**config.mk**
```make
export PLATFORM = sky130hd
export DESIGN_NAME = asa_front
export DESIGN_NICKNAME = d
export VERILOG_FILES = /design/src/rtl/core/asa_pkg.sv /design/src/rtl/core/asa_front.sv
export SDC_FILE = /design/constraint.sdc
export NUM_CORES = 1
export LEC_CHECK = 0
export ABC_AREA = 1
export ABC_CLOCK_PERIOD_IN_PS = 20800
export BUFFER_PORTS_ARGS = -buffer_cell sky130_fd_sc_hd__buf_2
export CAP_MARGIN = 5
export CORE_ASPECT_RATIO = 1.4
export CORE_MARGIN = 2
export CORE_UTILIZATION = 40
export DETAILED_ROUTE_END_ITERATION = 8
export PLACE_DENSITY = 0.53
export SLEW_MARGIN = 20
export SYNTH_ARGS = -nofsm -noshare
export SYNTH_HDL_FRONTEND = slang
export SYNTH_SLANG_ARGS = --single-unit
```
**constraint.sdc**
```tcl
create_clock -name clk -period 20.8 [get_ports clk]
set_input_delay 1.04 -clock clk [delete_from_list [all_inputs] [get_ports clk]]
set_output_delay 1.04 -clock clk [all_outputs]
set_load 0.02 [all_outputs]
```
**src/rtl/core/asa_pkg.sv**
```systemverilog
// ----------------------------------------------------------------------------
// asa_pkg
// Types and constants of the adaptive sample averager.
// ----------------------------------------------------------------------------
`default_nettype none
package asa_pkg;
  localparam logic [15:0] W_RED   = 16'd13933;
  localparam logic [15:0] W_GREEN = 16'd46871;
  localparam logic [15:0] W_BLUE  = 16'd4732;
  localparam logic [1:0] CFG_MAX = 2'd0;
  localparam logic [1:0] CFG_MIN = 2'd1;
  localparam logic [1:0] CFG_THR = 2'd2;
  localparam logic [1:0] CFG_ADP = 2'd3;
  localparam logic [1:0] CAUSE_NONE = 2'd0;
  localparam logic [1:0] CAUSE_CONV = 2'd1;
  localparam logic [1:0] CAUSE_MAX  = 2'd2;

  typedef struct packed {
    logic [15:0] red;
    logic [15:0] green;
    logic [15:0] blue;
    logic [15:0] luma;
  } item_t;

  typedef enum logic [3:0] {
    ST_IDLE, ST_MDIV, ST_MUL, ST_ACC, ST_BND1, ST_BND2, ST_DEC, ST_ADIV, ST_OUT
  } back_state_t;
endpackage
`default_nettype wire

```
**src/rtl/core/asa_front.sv**
```systemverilog
// ----------------------------------------------------------------------------
// asa_front
// Accepts samples, computes luminance and holds a two-entry queue.
// ----------------------------------------------------------------------------
`default_nettype none
module asa_front import asa_pkg::*; (
  input  wire logic        clk,
  input  wire logic        rst,
  input  wire logic        in_valid,
  output logic             in_ready,
  input  wire logic [15:0] sample_red,
  input  wire logic [15:0] sample_green,
  input  wire logic [15:0] sample_blue,
  output logic             q_valid,
  input  wire logic        q_ready,
  output item_t            q_item
);
  item_t       mem [2];
  logic        wp, rp;
  logic [1:0]  cnt;
  logic [31:0] wsum;
  logic        push, pop;

  assign wsum = 32'(W_RED) * 32'(sample_red) + 32'(W_GREEN) * 32'(sample_green)
              + 32'(W_BLUE) * 32'(sample_blue);
  assign in_ready = (cnt != 2'd2);
  assign push = in_valid && in_ready;
  assign q_valid = (cnt != 2'd0);
  assign pop = q_valid && q_ready;
  assign q_item = mem[rp];

  always_ff @(posedge clk) begin
    if (push) begin
      mem[wp] <= '{sample_red, sample_green, sample_blue, wsum[31:16]};
    end
    if (rst) begin
      wp <= 1'b0;
      rp <= 1'b0;
      cnt <= 2'd0;
    end else begin
      if (push) wp <= ~wp;
      if (pop) rp <= ~rp;
      cnt <= cnt + 2'(push) - 2'(pop);
    end
  end
endmodule
`default_nettype wire

```
[Word level (Yosys, flattened, before mapping)]
Memory sizes are Yosys's and may differ from the RTL's. A register that Yosys moved wholly into a read port is not among the register bits.
Index checks and enable logic that the tools add are counted.
Word-level totals
  bits in registers: 4
  bits in latches: 0
  memory bits (writable): 128
  bits in read-only memories: 0
  memories: 1
Operators by class
  add/sub/neg operators: 4
  multipliers: 3
  div/mod/pow operators: 0
  magnitude comparators: 0
  equality and inequality tests: 1
  shift-type cells: 0
  mux-type cells: 4
  bitwise logic cells: 2
  reductions and logical operators: 3
Memories
  mem: depth 2, bits a word 64, read ports 1, clocked after Yosys merged registers in 1, write ports 1, line asa_front.sv:18  | item_t mem [2];
Operators by type and width (count)
  adder 30 x 32 -> 32 bit: 1
  adder 32 x 29 -> 32 bit: 1
  multiplier 16 x 16 -> 32 bit (first input constant): 1
  multiplier 14 x 16 -> 30 bit (first input constant): 1
  multiplier 11 x 16 -> 27 bit (first input constant): 1
  two-way mux 1 bit: 4
  adder 2 x 1 -> 2 bit: 1
  logical AND 1 bit: 2
  inequality test 2 bit (second input constant): 1
  NOT 1 bit: 2
  nonzero test 2 bit: 1
  subtractor 2 x 1 -> 2 bit: 1

[Depth between registers and ports, before layout]
  depth after elaboration: 4
  gate-level depth with buffers: 41
  depth with buffers taken out: 41

[Worst setup path before layout]
No wires, ideal clock.
  kind: input to register
  start point: input sample_blue[5]
  end point: memory mem[0][11] in the netlist's numbering (data pin)
  library setup time: 0.256 ns
  arrival: 8.663 ns
  data required time: 20.544 ns
  slack: 11.881 ns
  stages on the path: 40
  buffers on the path: 0
  path through: inv_1 fa_1 inv_1 ha_1 inv_1 fa_1 inv_1 fa_1 inv_1 fa_1 inv_1 ha_1 nand2_1 nor2_1 nand2_1 nand2_2 a21oi_1 xor2_1 [4 not listed] fa_1 fa_1 inv_1 fa_1 inv_1 fa_1 inv_1 ha_1 nand2_1 nand2_1 nand2_1 nand2_1 a21oi_1 nor2_1 nor2_1 nand2_1 nand2_1 nand2_1
Between the ends
  cells in the longest elaborated chain, start to end: 2
Ends and longest elaborated chain
  from (decl): line asa_front.sv:13  | input wire logic [15:0] sample_blue,
  multiplier 11 x 16 -> 27 bit: line asa_front.sv:25  | + 32'(W_BLUE) * 32'(sample_blue);
  adder 32 x 29 -> 32 bit: line asa_front.sv:25
  named net wsum[27]: line asa_front.sv:21  | logic [31:0] wsum;
  to (decl): line asa_front.sv:18
The timed path passes the listed nets, and every way through them passes these cells.

[Worst setup path in the final report]
  start point: input sample_blue[3]
  end point: memory mem[0][13] in the netlist's numbering (data pin)
Same word-level chain as after synthesis.

==> key figures <==
Setup path
  – Slowest Stage Delay on Critical Path: between 0.5 and 0.6 ns
  – WS Path Type: in -> reg
  – Critical Path RT: about 21 ns
  – Worst setup path endpoint: mem[0][13]$_DFFE_PP_
  – Critical path startpoint: sample_blue[3]
  – Worst setup EP type: flop
  – R2R Setup Slk: 18.81 ns
  – CP startpoint kind: input pin
  – FF-to-FF End: mem[1][60]$_DFFE_PP_
  – Worst Path Arrival: 9.54 ns
  – Worst flop-to-flop path startpoint: cnt[0]$_SDFF_PP0_
  – Crit path max-delay cell type: fa_1
  – Most frequent CP cell: inv_1
  – Worst Path Max Fanout: 8
  – Depth of the most critical reg-to-reg path: 5

Placed design
  – Placed inst area: 20830 um^2
  – Port bufs: between 100 and 150
  – Placer Congestion: 0.9389
  – DPL Wire Length: 45220 um

Final layout
  – Fin area: between 20000 and 25000 um^2
  – Layout cells sized above 1: 0.1125
  – Nets: 2726
  – Area Growth Syn to Fin: 10.03%
  – Diode count: 0

Floorplanning
  – Initial core utilization: 0.4051
  – Die W: 190.4 um
  – Full die area: 50440 um^2
  – # IOs: 118
  – Row cnt: 95
  – Core area: 48020 um^2
  – Die Y: about 260 um

Drt
  – # DRC: 0
  – Vias post-DR: 12900
  – Met3 wire len: around 1000 um
  – Post-Route WL: about 52000 um
  – Via density: 4.775
  – Drt wl/cell: 19.24 um
  – Highest routed metal layer: met5
  – Met1 WL: 19850 um
  – WL met2: just under 30000 um
  – Drt initial violations: 491
  – Post-DRT Antenna Nets: 0
  – Pre-Repair DR Iteration Count: 5

Clock network
  – Clk buf depth: 2
  – Num CTS Buffers: 17
  – Clk sinks: approximately 130
  – TritonCTS clock tree: yes
  – Post-CTS Hold Buffers: 0
  – H-tree levels: 4
  – Setup Buffers After CTS: 0
  – Worst-path clk slew: 0.07 ns
  – Clock latency on the worst-skew pair: 0.48 ns
  – Cts repair resizes: 0
  – Clock Root Buffer: clkbuf_16

STA
  – Slew @ Worst Pin: 1.056 ns
  – Unrepaired setup endpoints after global routing: false
  – Period minus WS final: 9.320 ns
  – Period utilization: 0.4481
  – Final Hold Violating Endpoints: 0
  – Count of final setup violators: 0
  – Final count of pins violating max slew: 0
  – Max_slew headroom: 0.2957
  – Clock skew: 0.01546 ns
  – Setup_tns: 0 ns
  – Max Fclk: 107.3 MHz

Global route
  – Initial antenna violation count: 3
  – Largest net degree at the start of global routing: 66
  – Vias in the first global route: about 15000
  – Wire length of the first global-routing pass: 82350 um
  – Global route total overflow: 0
  – GRT Util Overall: 0.2227

Logic synthesis
  – Synth top area share: 0.3365
  – Avg Cell Area, Syn: a little over 10 um^2
  – YS warnings: 0
  – Seq/Total Area, Yosys: 0.2027
  – Top cells by area, synth: fa_1 34%, edfxtp_1 20%, ha_1 19%
  – Syn nets: about 2600
  – Yosys cell types: 29
  – Cell taking the most area after synthesis: fa_1
  – Mapped Cells: 1927
  – Post-Syn Area: 19450 um^2
  – #FFs+latches synth: 133

Outcome
  – Outcome: completed

Min path
  – Worst Hold Class: reg -> reg

Flow run
  – MaxCap Viol Count: 0
-- metal layers --
layer / GRT usage / vias up
met3: 0.02767 / 78
met1: 0.2410 / 6474
li1: - / 6155
met2: 0.4313 / 183
met5: 0 / -
met4: 0.08925 / 6
-- critical path, delay by kind of cell --
kind	cells	cell delay [ns]
simple gates	5	0.44
compound gates	6	1.30
fa+ha+maj	13	5.75
xor+xnor	1	0.15
buf+inv	11	0.86
-- registers in the layout, summed over array words and instances, names as in the netlist, named ones only --
signal and flops:
mem 128, cnt 2, rp 1, wp 1
-- cell families after synthesis --
group           after synthesis  share of synthesized area
compound gates               98                    0.02701
fa+ha+maj                   616                     0.5223
flops                       133                     0.2027
buf+inv                     607                     0.1176
mux                          64                    0.03704
simple gates                386                    0.08296
xor+xnor                     23                    0.01035
-- how the worst min path moves through the flow --
stage	start	to	slack, ns	cells after the start
after floorplan	rp$_SDFFE_PP0P_	flop	0.45	2
after global placement	rp$_SDFFE_PP0P_	flop	0.46	2
after detailed placement	rp$_SDFFE_PP0P_	flop	0.48	2
after CTS	rp$_SDFFE_PP0P_	flop	0.50	2
after global routing	rp$_SDFFE_PP0P_	rp$_SDFFE_PP0P_	0.53	2
final	rp$_SDFFE_PP0P_	flop	0.49	2
-- cells in the mapped netlist --
cell type	number
inv_1	600
fa_1	327
ha_1	289
nand2_1	230
edfxtp_1	128
nor2_1	66
mux2_2	64
a21oi_1	57
nand3_1	43
o21ai_0	27
nand4_1	19
xor2_1	14
nor3_1	12
xnor2_1	9
nand2_2	8
buf_2	7
o21bai_1	6
dfxtp_1	5
nor2_2	3
a21oi_2	2
nor3_2	2
o21a_1	2
a21boi_0	1
a31oi_1	1
and2_1	1
nor3b_1	1
o21ai_1	1
o21ai_2	1
or2_2	1
-- stage by stage --
stage                     setup slack, ns    util  hold slack [ns]  cells
after CTS                           11.46  0.4458           0.4980   2701
final                               11.48  0.4458           0.4942   2701
after global placement              11.04  0.4337           0.4586   2669
after detailed placement            10.93  0.4337           0.4765   2669
after global routing                10.93  0.4458           0.5280   2701
after floorplan                     11.88       -           0.4544   1927
-- final cells by class --
cell class	count	area, um^2
Multi-Input combinational cell	1187	13240
Clock inverter	13	146.4
Fill cell	4740	26610
Timing Repair Buffer	119	600.6
Sequential cell	133	3948
Tap cell	630	788.3
Inverter	600	2252
Clock buffer	19	432.9
-- layout by cell type (no fill, tap or decap), types with 27 or more instances in the layout --
cell type    n
inv_1      600
fa_1       327
ha_1       289
nand2_1    230
edfxtp_1   128
buf_2      117
nor2_1      64
mux2_2      64
a21oi_1     57
nand3_1     43
o21ai_0     27
Power is left out: the tool's default activity adds up to more than one toggle a clock period on the data nets, which glitch-free logic cannot reach.
